### src/rtl/assert_macros.svh
// ============================================================================
// Assertion macros
// Shared concurrent assertion forms used by the execute stage RTL.
// ============================================================================
`ifndef ASSERT_MACROS_SVH
`define ASSERT_MACROS_SVH

// Checks a property on every rising clock edge outside of reset.
`define ASSERT_CLK(label, clk, rst_n, prop) \
    label: assert property (@(posedge clk) disable iff (!(rst_n)) (prop)) \
        else $error("Assertion failed in execute stage.");

// Checks a property on every rising clock edge, reset included.
`define ASSERT_ALWAYS(label, clk, prop) \
    label: assert property (@(posedge clk) (prop)) \
        else $error("Assertion failed in execute stage.");

`endif

### src/rtl/ceafb_pkg.sv
// ============================================================================
// Execute stage package
// Types, instruction codes and shared arithmetic for the execute stage.
// ============================================================================
package ceafb_pkg;

    localparam int unsigned DataW = 16;

    typedef struct packed {
        logic v;
        logic n;
        logic z;
        logic c;
    } t_flags;

    typedef struct packed {
        logic [DataW-1:0] result;
        logic             write;
        logic [DataW-1:0] new_pc;
        logic             taken;
        logic             status;
        t_flags           flags;
    } t_exec;

    typedef struct packed {
        logic [DataW-1:0] result;
        logic             c;
        logic             v;
    } t_add;

    localparam logic [2:0] FMT_SINGLE = 3'd0;
    localparam logic [2:0] FMT_JUMP   = 3'd1;

    localparam logic [2:0] SOP_GROUP  = 3'b100;

    localparam logic [1:0] SOP_RRC  = 2'd0;
    localparam logic [1:0] SOP_SWPB = 2'd1;
    localparam logic [1:0] SOP_RRA  = 2'd2;
    localparam logic [1:0] SOP_SXT  = 2'd3;

    localparam logic [3:0] DOP_MOV  = 4'h4;
    localparam logic [3:0] DOP_ADD  = 4'h5;
    localparam logic [3:0] DOP_ADDC = 4'h6;
    localparam logic [3:0] DOP_SUBC = 4'h7;
    localparam logic [3:0] DOP_SUB  = 4'h8;
    localparam logic [3:0] DOP_CMP  = 4'h9;
    localparam logic [3:0] DOP_BIT  = 4'hb;
    localparam logic [3:0] DOP_BIC  = 4'hc;
    localparam logic [3:0] DOP_BIS  = 4'hd;
    localparam logic [3:0] DOP_XOR  = 4'he;
    localparam logic [3:0] DOP_AND  = 4'hf;

    localparam logic [2:0] JC_NE  = 3'd0;
    localparam logic [2:0] JC_EQ  = 3'd1;
    localparam logic [2:0] JC_NC  = 3'd2;
    localparam logic [2:0] JC_C   = 3'd3;
    localparam logic [2:0] JC_N   = 3'd4;
    localparam logic [2:0] JC_GE  = 3'd5;
    localparam logic [2:0] JC_L   = 3'd6;
    localparam logic [2:0] JC_MP  = 3'd7;

    // Operands are expected to be masked to the operand size already.
    function automatic t_add add_op(input logic [DataW-1:0] x, input logic [DataW-1:0] y,
                                    input logic cin, input logic byte_mode);
        logic [DataW:0] s;
        t_add           r;
        s = {1'b0, x} + {1'b0, y} + {{DataW{1'b0}}, cin};
        if (byte_mode) begin
            r.result = {8'h00, s[7:0]};
            r.c      = s[8];
            r.v      = ~(x[7] ^ y[7]) & (x[7] ^ s[7]);
        end else begin
            r.result = s[DataW-1:0];
            r.c      = s[DataW];
            r.v      = ~(x[15] ^ y[15]) & (x[15] ^ s[15]);
        end
        return r;
    endfunction

    function automatic t_flags make_flags(input logic [DataW-1:0] res, input logic byte_mode,
                                          input logic c, input logic v);
        t_flags f;
        f.c = c;
        f.v = v;
        if (byte_mode) begin
            f.z = (res[7:0] == 8'h00);
            f.n = res[7];
        end else begin
            f.z = (res == '0);
            f.n = res[15];
        end
        return f;
    endfunction

endpackage

### src/rtl/ceafb_exec.sv
// ============================================================================
// Execute logic
// Decodes one instruction and computes its result, next pc and flags.
// ============================================================================
module ceafb_exec (
    input  logic [ceafb_pkg::DataW-1:0] i_instr_word,
    input  logic [ceafb_pkg::DataW-1:0] i_src_value,
    input  logic [ceafb_pkg::DataW-1:0] i_dst_value,
    input  logic [ceafb_pkg::DataW-1:0] i_next_pc,
    input  ceafb_pkg::t_flags           i_flags,
    output ceafb_pkg::t_exec            o_exec
);
    import ceafb_pkg::*;

    always_comb begin
        logic [2:0]       fmt;
        logic             byte_mode;
        logic [DataW-1:0] mask;
        logic [DataW-1:0] sign;
        logic [DataW-1:0] a;
        logic [DataW-1:0] b;
        logic [3:0]       op;
        logic             sub_op;
        logic             cin;
        t_add             sum;
        logic [DataW-1:0] res;
        logic [9:0]       off;
        logic             taken;

        fmt       = i_instr_word[15:13];
        byte_mode = i_instr_word[6];
        mask      = byte_mode ? 16'h00ff : 16'hffff;
        sign      = byte_mode ? 16'h0080 : 16'h8000;
        a         = i_src_value & mask;
        b         = i_dst_value & mask;
        op        = i_instr_word[15:12];
        off       = i_instr_word[9:0];

        sub_op = (op == DOP_SUBC) || (op == DOP_SUB) || (op == DOP_CMP);
        if (op == DOP_ADD) begin
            cin = 1'b0;
        end else if ((op == DOP_SUB) || (op == DOP_CMP)) begin
            cin = 1'b1;
        end else begin
            cin = i_flags.c;
        end
        sum = add_op(b, sub_op ? (~a & mask) : a, cin, byte_mode);

        o_exec        = '0;
        o_exec.new_pc = i_next_pc;
        o_exec.flags  = i_flags;
        res           = '0;
        taken         = 1'b0;

        if (fmt == FMT_JUMP) begin
            unique case (i_instr_word[12:10])
                JC_NE: taken = !i_flags.z;
                JC_EQ: taken = i_flags.z;
                JC_NC: taken = !i_flags.c;
                JC_C:  taken = i_flags.c;
                JC_N:  taken = i_flags.n;
                JC_GE: taken = (i_flags.n == i_flags.v);
                JC_L:  taken = (i_flags.n != i_flags.v);
                JC_MP: taken = 1'b1;
            endcase
            o_exec.taken = taken;
            if (taken) begin
                o_exec.new_pc = i_next_pc + {{5{off[9]}}, off, 1'b0};
            end
        end else if (fmt == FMT_SINGLE) begin
            if ((i_instr_word[12:10] != SOP_GROUP) || i_instr_word[9]) begin
                o_exec.status = 1'b1;
            end else begin
                o_exec.write = 1'b1;
                unique case (i_instr_word[8:7])
                    SOP_RRC: begin
                        res = (a >> 1) | (i_flags.c ? sign : '0);
                        o_exec.flags = make_flags(res, byte_mode, a[0], 1'b0);
                    end
                    SOP_SWPB: begin
                        res = {i_src_value[7:0], i_src_value[15:8]};
                    end
                    SOP_RRA: begin
                        res = (a & sign) | (a >> 1);
                        o_exec.flags = make_flags(res, byte_mode, a[0], 1'b0);
                    end
                    SOP_SXT: begin
                        res = {{8{i_src_value[7]}}, i_src_value[7:0]};
                        o_exec.flags = make_flags(res, 1'b0, res != '0, 1'b0);
                    end
                endcase
                o_exec.result = res;
            end
        end else begin
            o_exec.write = 1'b1;
            case (op)
                DOP_MOV: res = a;
                DOP_ADD, DOP_ADDC, DOP_SUBC, DOP_SUB: begin
                    res = sum.result;
                    o_exec.flags = make_flags(res, byte_mode, sum.c, sum.v);
                end
                DOP_CMP: begin
                    o_exec.flags = make_flags(sum.result, byte_mode, sum.c, sum.v);
                    o_exec.write = 1'b0;
                end
                DOP_BIT: begin
                    o_exec.flags = make_flags(a & b, byte_mode, (a & b) != '0, 1'b0);
                    o_exec.write = 1'b0;
                end
                DOP_BIC: res = b & ~a & mask;
                DOP_BIS: res = b | a;
                DOP_XOR: begin
                    res = a ^ b;
                    o_exec.flags = make_flags(res, byte_mode, res != '0,
                                              ((a & b & sign) != '0));
                end
                DOP_AND: begin
                    res = a & b;
                    o_exec.flags = make_flags(res, byte_mode, res != '0, 1'b0);
                end
                default: begin
                    o_exec.write  = 1'b0;
                    o_exec.status = 1'b1;
                end
            endcase
            o_exec.result = res;
        end
    end

endmodule

### src/rtl/cpu_execute_alu_flags_branch.sv
// Execute stage of a 16-bit processor. Each input transaction carries an
// instruction word with its fetched operands and the following pc, and yields
// exactly one output transaction with the result, write-enable, next pc, jump
// decision, the flags after the instruction and a status bit. A transaction is
// registered on entry, executed by the combinational execute logic and
// registered again on exit, where the output register presents its result;
// one transaction is taken every cycle while the output side does not stall.
// The carry, zero, negative and overflow flags are updated as each
// transaction leaves the execute logic and are seen by the next one; they
// reset to zero.
// ============================================================================
// Execute stage top level
// Input register, execute logic, flag register and output register.
// ============================================================================
`include "assert_macros.svh"

module cpu_execute_alu_flags_branch (
    input  logic                        i_clk,
    input  logic                        i_rst_n,
    input  logic                        i_in_valid,
    output logic                        o_in_stall,
    input  logic [ceafb_pkg::DataW-1:0] i_instr_word,
    input  logic [ceafb_pkg::DataW-1:0] i_src_value,
    input  logic [ceafb_pkg::DataW-1:0] i_dst_value,
    input  logic [ceafb_pkg::DataW-1:0] i_next_pc,
    output logic                        o_out_valid,
    input  logic                        i_out_stall,
    output logic [ceafb_pkg::DataW-1:0] o_result_value,
    output logic                        o_write_result,
    output logic [ceafb_pkg::DataW-1:0] o_new_pc,
    output logic                        o_jump_taken,
    output logic                        o_carry_out,
    output logic                        o_zero_out,
    output logic                        o_negative_out,
    output logic                        o_overflow_out,
    output logic                        o_status
);
    import ceafb_pkg::*;

    logic             r_in_valid;
    logic [DataW-1:0] r_instr_word;
    logic [DataW-1:0] r_src_value;
    logic [DataW-1:0] r_dst_value;
    logic [DataW-1:0] r_next_pc;
    logic             r_out_valid;
    t_exec            r_out;
    t_flags           r_flags;
    t_exec            n_exec;
    logic             advance;
    logic             fire;

    assign advance    = !r_out_valid || !i_out_stall;
    assign fire       = r_in_valid && advance;
    assign o_in_stall = r_in_valid && !advance;

    ceafb_exec u_exec (
        .i_instr_word (r_instr_word),
        .i_src_value  (r_src_value),
        .i_dst_value  (r_dst_value),
        .i_next_pc    (r_next_pc),
        .i_flags      (r_flags),
        .o_exec       (n_exec)
    );

    always_ff @(posedge i_clk) begin
        if (!i_rst_n) begin
            r_in_valid  <= 1'b0;
            r_out_valid <= 1'b0;
            r_flags     <= '0;
        end else begin
            if (!o_in_stall) begin
                r_in_valid <= i_in_valid;
            end
            if (advance) begin
                r_out_valid <= r_in_valid;
            end
            if (fire) begin
                r_flags <= n_exec.flags;
            end
        end
    end

    always_ff @(posedge i_clk) begin
        if (i_in_valid && !o_in_stall) begin
            r_instr_word <= i_instr_word;
            r_src_value  <= i_src_value;
            r_dst_value  <= i_dst_value;
            r_next_pc    <= i_next_pc;
        end
        if (fire) begin
            r_out <= n_exec;
        end
    end

    assign o_out_valid    = r_out_valid;
    assign o_result_value = r_out.result;
    assign o_write_result = r_out.write;
    assign o_new_pc       = r_out.new_pc;
    assign o_jump_taken   = r_out.taken;
    assign o_carry_out    = r_out.flags.c;
    assign o_zero_out     = r_out.flags.z;
    assign o_negative_out = r_out.flags.n;
    assign o_overflow_out = r_out.flags.v;
    assign o_status       = r_out.status;

    `ASSERT_ALWAYS(a_flags_reset, i_clk, !i_rst_n |=> (r_flags == '0))
    `ASSERT_CLK(a_flags_hold, i_clk, i_rst_n, !fire |=> $stable(r_flags))
    `ASSERT_CLK(a_out_flags_match, i_clk, i_rst_n, fire |=> (r_out.flags == r_flags))
    `ASSERT_CLK(a_unhandled_quiet, i_clk, i_rst_n,
                (r_out_valid && r_out.status) |-> (!r_out.write && !r_out.taken))
    `ASSERT_CLK(a_jump_no_write, i_clk, i_rst_n,
                (r_out_valid && r_out.taken) |-> !r_out.write)

endmodule
### config.mk
export PLATFORM = sky130hd
export DESIGN_NAME = cpu_execute_alu_flags_branch
export DESIGN_NICKNAME = d
export VERILOG_FILES = /design/src/rtl/ceafb_pkg.sv /design/src/rtl/ceafb_exec.sv /design/src/rtl/cpu_execute_alu_flags_branch.sv
export VERILOG_INCLUDE_DIRS = /design/src /design/src/rtl
export SDC_FILE = /design/constraint.sdc
export NUM_CORES = 1
export LEC_CHECK = 0
export ABC_AREA = 1
export BUFFER_PORTS_ARGS = -buffer_cell sky130_fd_sc_hd__buf_2
export CORE_UTILIZATION = 63
export CTS_CLUSTER_DIAMETER = 150
export DETAILED_ROUTE_END_ITERATION = 12
export GPL_TIMING_DRIVEN = 0
export PLACE_DENSITY = 0.86
export SLEW_MARGIN = 20
export SYNTH_ARGS = -nofsm -noshare
export SYNTH_HDL_FRONTEND = slang
export SYNTH_HIERARCHICAL = 1
export SYNTH_SLANG_ARGS = --single-unit
export TNS_END_PERCENT = 1
### constraint.sdc
create_clock -name i_clk -period 6.9 [get_ports i_clk]
set_clock_uncertainty 0.15 [all_clocks]
set_input_delay 1.38 -clock i_clk [delete_from_list [all_inputs] [get_ports i_clk]]
set_output_delay 1.38 -clock i_clk [all_outputs]
set_load 0.01 [all_outputs]
# Word level (Yosys, flattened, before mapping)
# Cells that the tools add are included.
[totals] reg_bits=109 wordCells=133
[op_classes] add_sub_neg=3 eq_ne=25 n_mux=28 n_bitwise=21 reduce_logical=37
[ops] op="$and A16 B16 Y16" count=8
[ops] op="$logic_not A16 Y1" count=6
[ops] op="$pmux W16 S6" count=1
[ops] op="$mux W16" count=5
[ops] op="$pmux W16 S4" count=1
[ops] op="$reduce_bool A16 Y1" count=4
[ops] op="$mux W17" count=3
[ops] op="$logic_not A8 Y1" count=5
[ops] op="$eq A4 B4 Y1 const B" count=7
[ops] op="$pmux W4 S3" count=2
[ops] op="$mux W18" count=1
[ops] op="$add A16 B16 Y17" count=1
[ops] op="$add A17 B1 Y17" count=1
[ops] op="$add A16 B16 Y16" count=1
[ops] op="$eq A4 B3 Y1 const B" count=4
[ops] op="$not A16 Y16" count=1
[ops] op="$or A15 B16 Y16" count=1
[ops] op="$or A16 B15 Y16" count=1
[ops] op="$or A16 B16 Y16" count=1
[ops] op="$xor A16 B16 Y16" count=1
[ops] op="$eq A3 B3 Y1 const B" count=4
[ops] op="$reduce_or A11 Y1" count=1
[ops] op="$mux W2" count=5
[ops] op="$reduce_or A9 Y1" count=1
[ops] op="22 further kinds" count=48

# Logic depth before layout (Yosys ltp)
[logic_depth] ltp_word=15 mapped_depth=26 depth_no_buf=25

# Hierarchy
# The synthesis kept the hierarchy.
[modules_own_cells] mod="ceafb_exec" n_inst=1 cells_per_inst=805 area_per_inst_um2=4526.8
[modules_own_cells] mod="cpu_execute_alu_flags_branch" n_inst=1 cells_per_inst=141 area_per_inst_um2=3354.5

# Least setup slack after synthesis
# OpenSTA, ideal clock, no wires.
[synth_timing] path_kind="input to register" start="input i_out_stall" end="register r_out (netlist bit o_carry_out), enable pin" setup_time_ps=448 t_arrival_ps=3319 required_ps=6302 path_slack_ps=2983 stages=1 path_buffers=0 cell_sequence="a21oi_1"
[synth_via] elab_chain_len=3
[synth_rtl] element="start, declared" line="cpu_execute_alu_flags_branch.sv:27" source="input logic i_out_stall,"
[synth_rtl] element="$logic_not A1 Y1" line="cpu_execute_alu_flags_branch.sv:52" source="assign advance = !r_out_valid || !i_out_stall;"
[synth_rtl] element="$logic_or A1 B1 Y1" line="cpu_execute_alu_flags_branch.sv:52"
[synth_rtl] element="$logic_and A1 B1 Y1" line="cpu_execute_alu_flags_branch.sv:53" source="assign fire = r_in_valid && advance;"
[synth_rtl] element="end signal, assigned" line="cpu_execute_alu_flags_branch.sv:91" source="r_out <= n_exec;"
[synth_rtl] element="end, declared" line="cpu_execute_alu_flags_branch.sv:46" source="t_exec r_out;"
# No other way between the ends.
# A chain may end at the register's enable or synchronous reset.

==> flow_summary_export.csv <==
group,metric,value,unit
min_path,hold_path_class,"reg2reg",
status,status,"finished, final reports clean",
clock_tree,cts_tree,"built",
worst_setup_path,arrival,4.49,ns
yosys,synth_top_family_by_area,"simple AND/OR/NAND/NOR gates",
worst_setup_path,cp_top_family,"buffers and inverters",
yosys,ys_ff_latch,109,
yosys,synth_edf_count,103,
yosys,muxShareOfSynthArea,0,%
drt,drt_iter0_drc,945,
layout,fill_cells,947,
clock_tree,numCtsBuffers,9,
worst_setup_path,cp.required,7.01,ns
pwr,worst_ir_drop_vdd,0.000252,V
yosys,syn_inst,946,
drt,drt-pass1-iter-count,6,
yosys,ys_top_cells_by_area,"edfxtp_1, ha_1, nand2_1",
pwr,power_frac_seq,44.6,%
pwr,p_int,1210,uW
drt,via_count,7267,
timing,setup_viol,0,
yosys,syn_area_per_cell,8.33,um2
worst_setup_path,cp_num_buf_inv,7,
die,rows,40,
drt,vias_per_cell,5.86,
timing,final-max-slew-violation-count,0,
die,fp.dieH,114,um
timing,finalWorstSetupSlack,2.52,ns
timing,fmax,0.228,GHz
clock_tree,cts_resized,0,
worst_setup_path,slowest_delay,0.42,ns
pwr,p_comb_share,24.9,%
timing,tns,0,ns
worst_setup_path,worstSetupPathType,"reg2reg",
worst_setup_path,cp_max_fo,10,
die,initial_core_util,65.1,%
yosys,ys_seq_area_share,40.8,%
worst_setup_path,cpMostUsedCell,"nand2_1",
pwr,p_sw,574,uW
clock_tree,postCtsSetupRepairBufs,0,
yosys,synth_top_area_share,39.2,%
die,ios,109,
timing,finalCriticalPeriod,4.38,ns
yosys,yosys.area_share.simple,19.7,%
timing,hold_viol,0,
layout,post_route_cells_drive_above_1_share,16.5,%
yosys,synth_xor_area_share,2.87,%
yosys,synth_area,0.00788,mm2
die,fp.coreArea,0.0121,mm2
timing,fin_crit_sh,63.5,%
clock_tree,clock-sinks,109,
pwr,clkPwrFrac,30.5,%
yosys,synthArstFlopShare,0,%
timing,tightest_slew,0.653,ns
clock_tree,path_clk_slew,0.07,ns
global_routing,antenna_found_initial,0,
yosys,netlist-cell-type-count,48,
worst_setup_path,cp_slowest_cell,"edfxtp_1",
timing,slew_headroom,56.3,%
layout,area_delta_synth_final,14.4,%
pwr,p_leak,0.00428,uW
layout,final_cell_mix,"nand2_1, inv_1, buf_2",
drt,antenna_left,0,
place,gp_congestion,1.00,
global_routing,grt_max_degree,55,
yosys,synth_flop_cell,"edfxtp_1",
clock_tree,cts_max_path_buffers,2,
drt,drc,0,
yosys,synth_nets,1095,
yosys,synth_area_leader_cell,"edfxtp_1",
die,die_area,0.0130,mm2
clock_tree,cts_root_buf,"clkbuf_16",
yosys,synth_warnings,6,
drt,wl_per_cell,18.4,um
layout,num-nets-final,1216,
global_routing,grt-ovfl-total,0,
timing,timing.hold.ws,0.369,ns
place,place_ws,2.70,ns
clock_tree,cts_hold_buf,0,
layout,final_common_cell,"nand2_1",
job,maxCapViolations,0,
die,die_w,114,um
yosys,synth-compound-area-share,13.5,%
yosys,synthAdderAreaFrac,13.1,%
place,dp.cells,1224,
timing,rsz0062_at_grt,"false",
global_routing,grt_usage,36.6,%
worst_setup_path,start_kind,"register",
layout,antenna_cells,0,
place,hpwl,17100,um
clock_tree,cts_max_level,3,
worst_setup_path,path_cells,"buf_2 -> inv_2 -> buf_2 -> buf_1 -> nand2_1 -> inv_1 -> ha_1 -> nand2_1 -> nand2_1 -> nand2_1 -> nand2_1 -> a21oi_1 -> nand3_1 -> nand3_2 -> inv_1 -> o21ai_1 -> o211ai_1 -> nand2_1 -> nand2_1 -> inv_1 -> nand3_1 -> nand2_1 -> nor2_1",
layout,final_cells,1240,
worst_setup_path,crit_path_end_kind,"register",
global_routing,grt_pass1_vias,7046,
clock_tree,clk_latency,0.37,ns
pwr,p_per_area,198,mW/mm2
pwr,switching_share,32.1,%
drt,routed_wirelength,22800,um
global_routing,grt_pass1_wl,35600,um
place,portBuffers,108,
power groups by stage:
| stage | Sequential [uW] | Combinational (uW) | Clock (uW) |
|---|---|---|---|
| 2_1_floorplan | 813 | 284 | 0 |
| 3_3_place_gp | 813 | 409 | 0 |
| 3_5_place_dp | 811 | 425 | 0 |
| 4_1_cts | 797 | 431 | 549 |
| 5_1_grt | 801 | 487 | 571 |
| 6_report | 798 | 444 | 545 |
synthesized netlist by cell type (4+ instances only):
library cell and count:
inv_1 171, inv_2 7, nor3_1 11, nand2_1 181, and2_1 4, nand2_2 11, nand4_1 11, xnor2_1 6
buf_2 14, a2111oi_0 5, nand3_1 56, edfxtp_1 103, a21oi_1 43, nor2_1 69, a221oi_1 8, o211ai_1 5
nor2_2 6, a31oi_1 4, buf_4 4, a311oi_1 5, ha_1 78, o2111ai_1 5, o221ai_1 10, xor2_1 18
o21ai_0 43, o22ai_1 28, dfxtp_1 6
path summary, 6_finish.rpt:
path | from | to | slack, ns | depth (start not counted)
setup / recovery | r_instr_word[6]$_DFFE_PP_ | r_flags[2]$_SDFFE_PN0P_ | 2.52 | 23
hold / removal | r_next_pc[0]$_DFFE_PP_ | o_new_pc[0]$_DFFE_PP_ | 0.37 | 1
setup reg to reg | r_instr_word[6]$_DFFE_PP_ | r_flags[2]$_SDFFE_PN0P_ | 2.52 | 23
hold reg to reg | r_next_pc[0]$_DFFE_PP_ | o_new_pc[0]$_DFFE_PP_ | 0.37 | 1
state kept, by name (all words and copies together), names as in the netlist, 4 cells and up:
register        flops
r_src_value        16
r_dst_value        16
r_instr_word       16
r_flags             4
o_result_value     16
r_next_pc          16
o_new_pc           16
layout make-up:
| type | count | area (um2) | share of cell area (%) |
|---|---|---|---|
| clock inverters | 7 | 86.3 | 0.958 |
| flip-flops and latches | 109 | 3210 | 35.7 |
| multi-input cells | 636 | 3890 | 43.2 |
| repair buffers | 110 | 596 | 6.61 |
| clock buffers | 9 | 225 | 2.50 |
| well taps | 168 | 210 | 2.33 |
| inverters | 178 | 671 | 7.44 |
| plain buffers | 23 | 120 | 1.33 |
per-layer routing:
metal / vias up / wire length [um] / track usage (%) / share of wire, %
li1: 3460 / - / - / -
met2: 434 / 10600 / 60.0 / 47
met1: 3279 / 8900 / 46.5 / 39
met3: 94 / 2120 / 5.90 / 9.3
met4: 0 / 1100 / 20.6 / 4.8
met5: - / 0 / 0 / 0
kinds of logic after synthesis:
kind of cell             count (synthesis)
AO/OA/AOI/OAI                          170
buffers and inverters                  201
XOR/XNOR                                25
flip-flops                             109
AND/OR/NAND/NOR                        360
adder cells (fa/ha/maj)                 81
stage by stage:
| stage | cell area [um2] | total power (uW) | util (%) |
|---|---|---|---|
| 6_report | 9010 | 1790 | 74.4 |
| 5_1_grt | 9010 | 1860 | 74.4 |
| 4_1_cts | 9010 | 1780 | 74.4 |
| 3_5_place_dp | 8700 | 1240 | 71.8 |
| 3_3_place_gp | 8630 | 1220 | 71.3 |
| 2_1_floorplan | 7880 | 1100 | - |
Power figures use the tool's default switching activity.
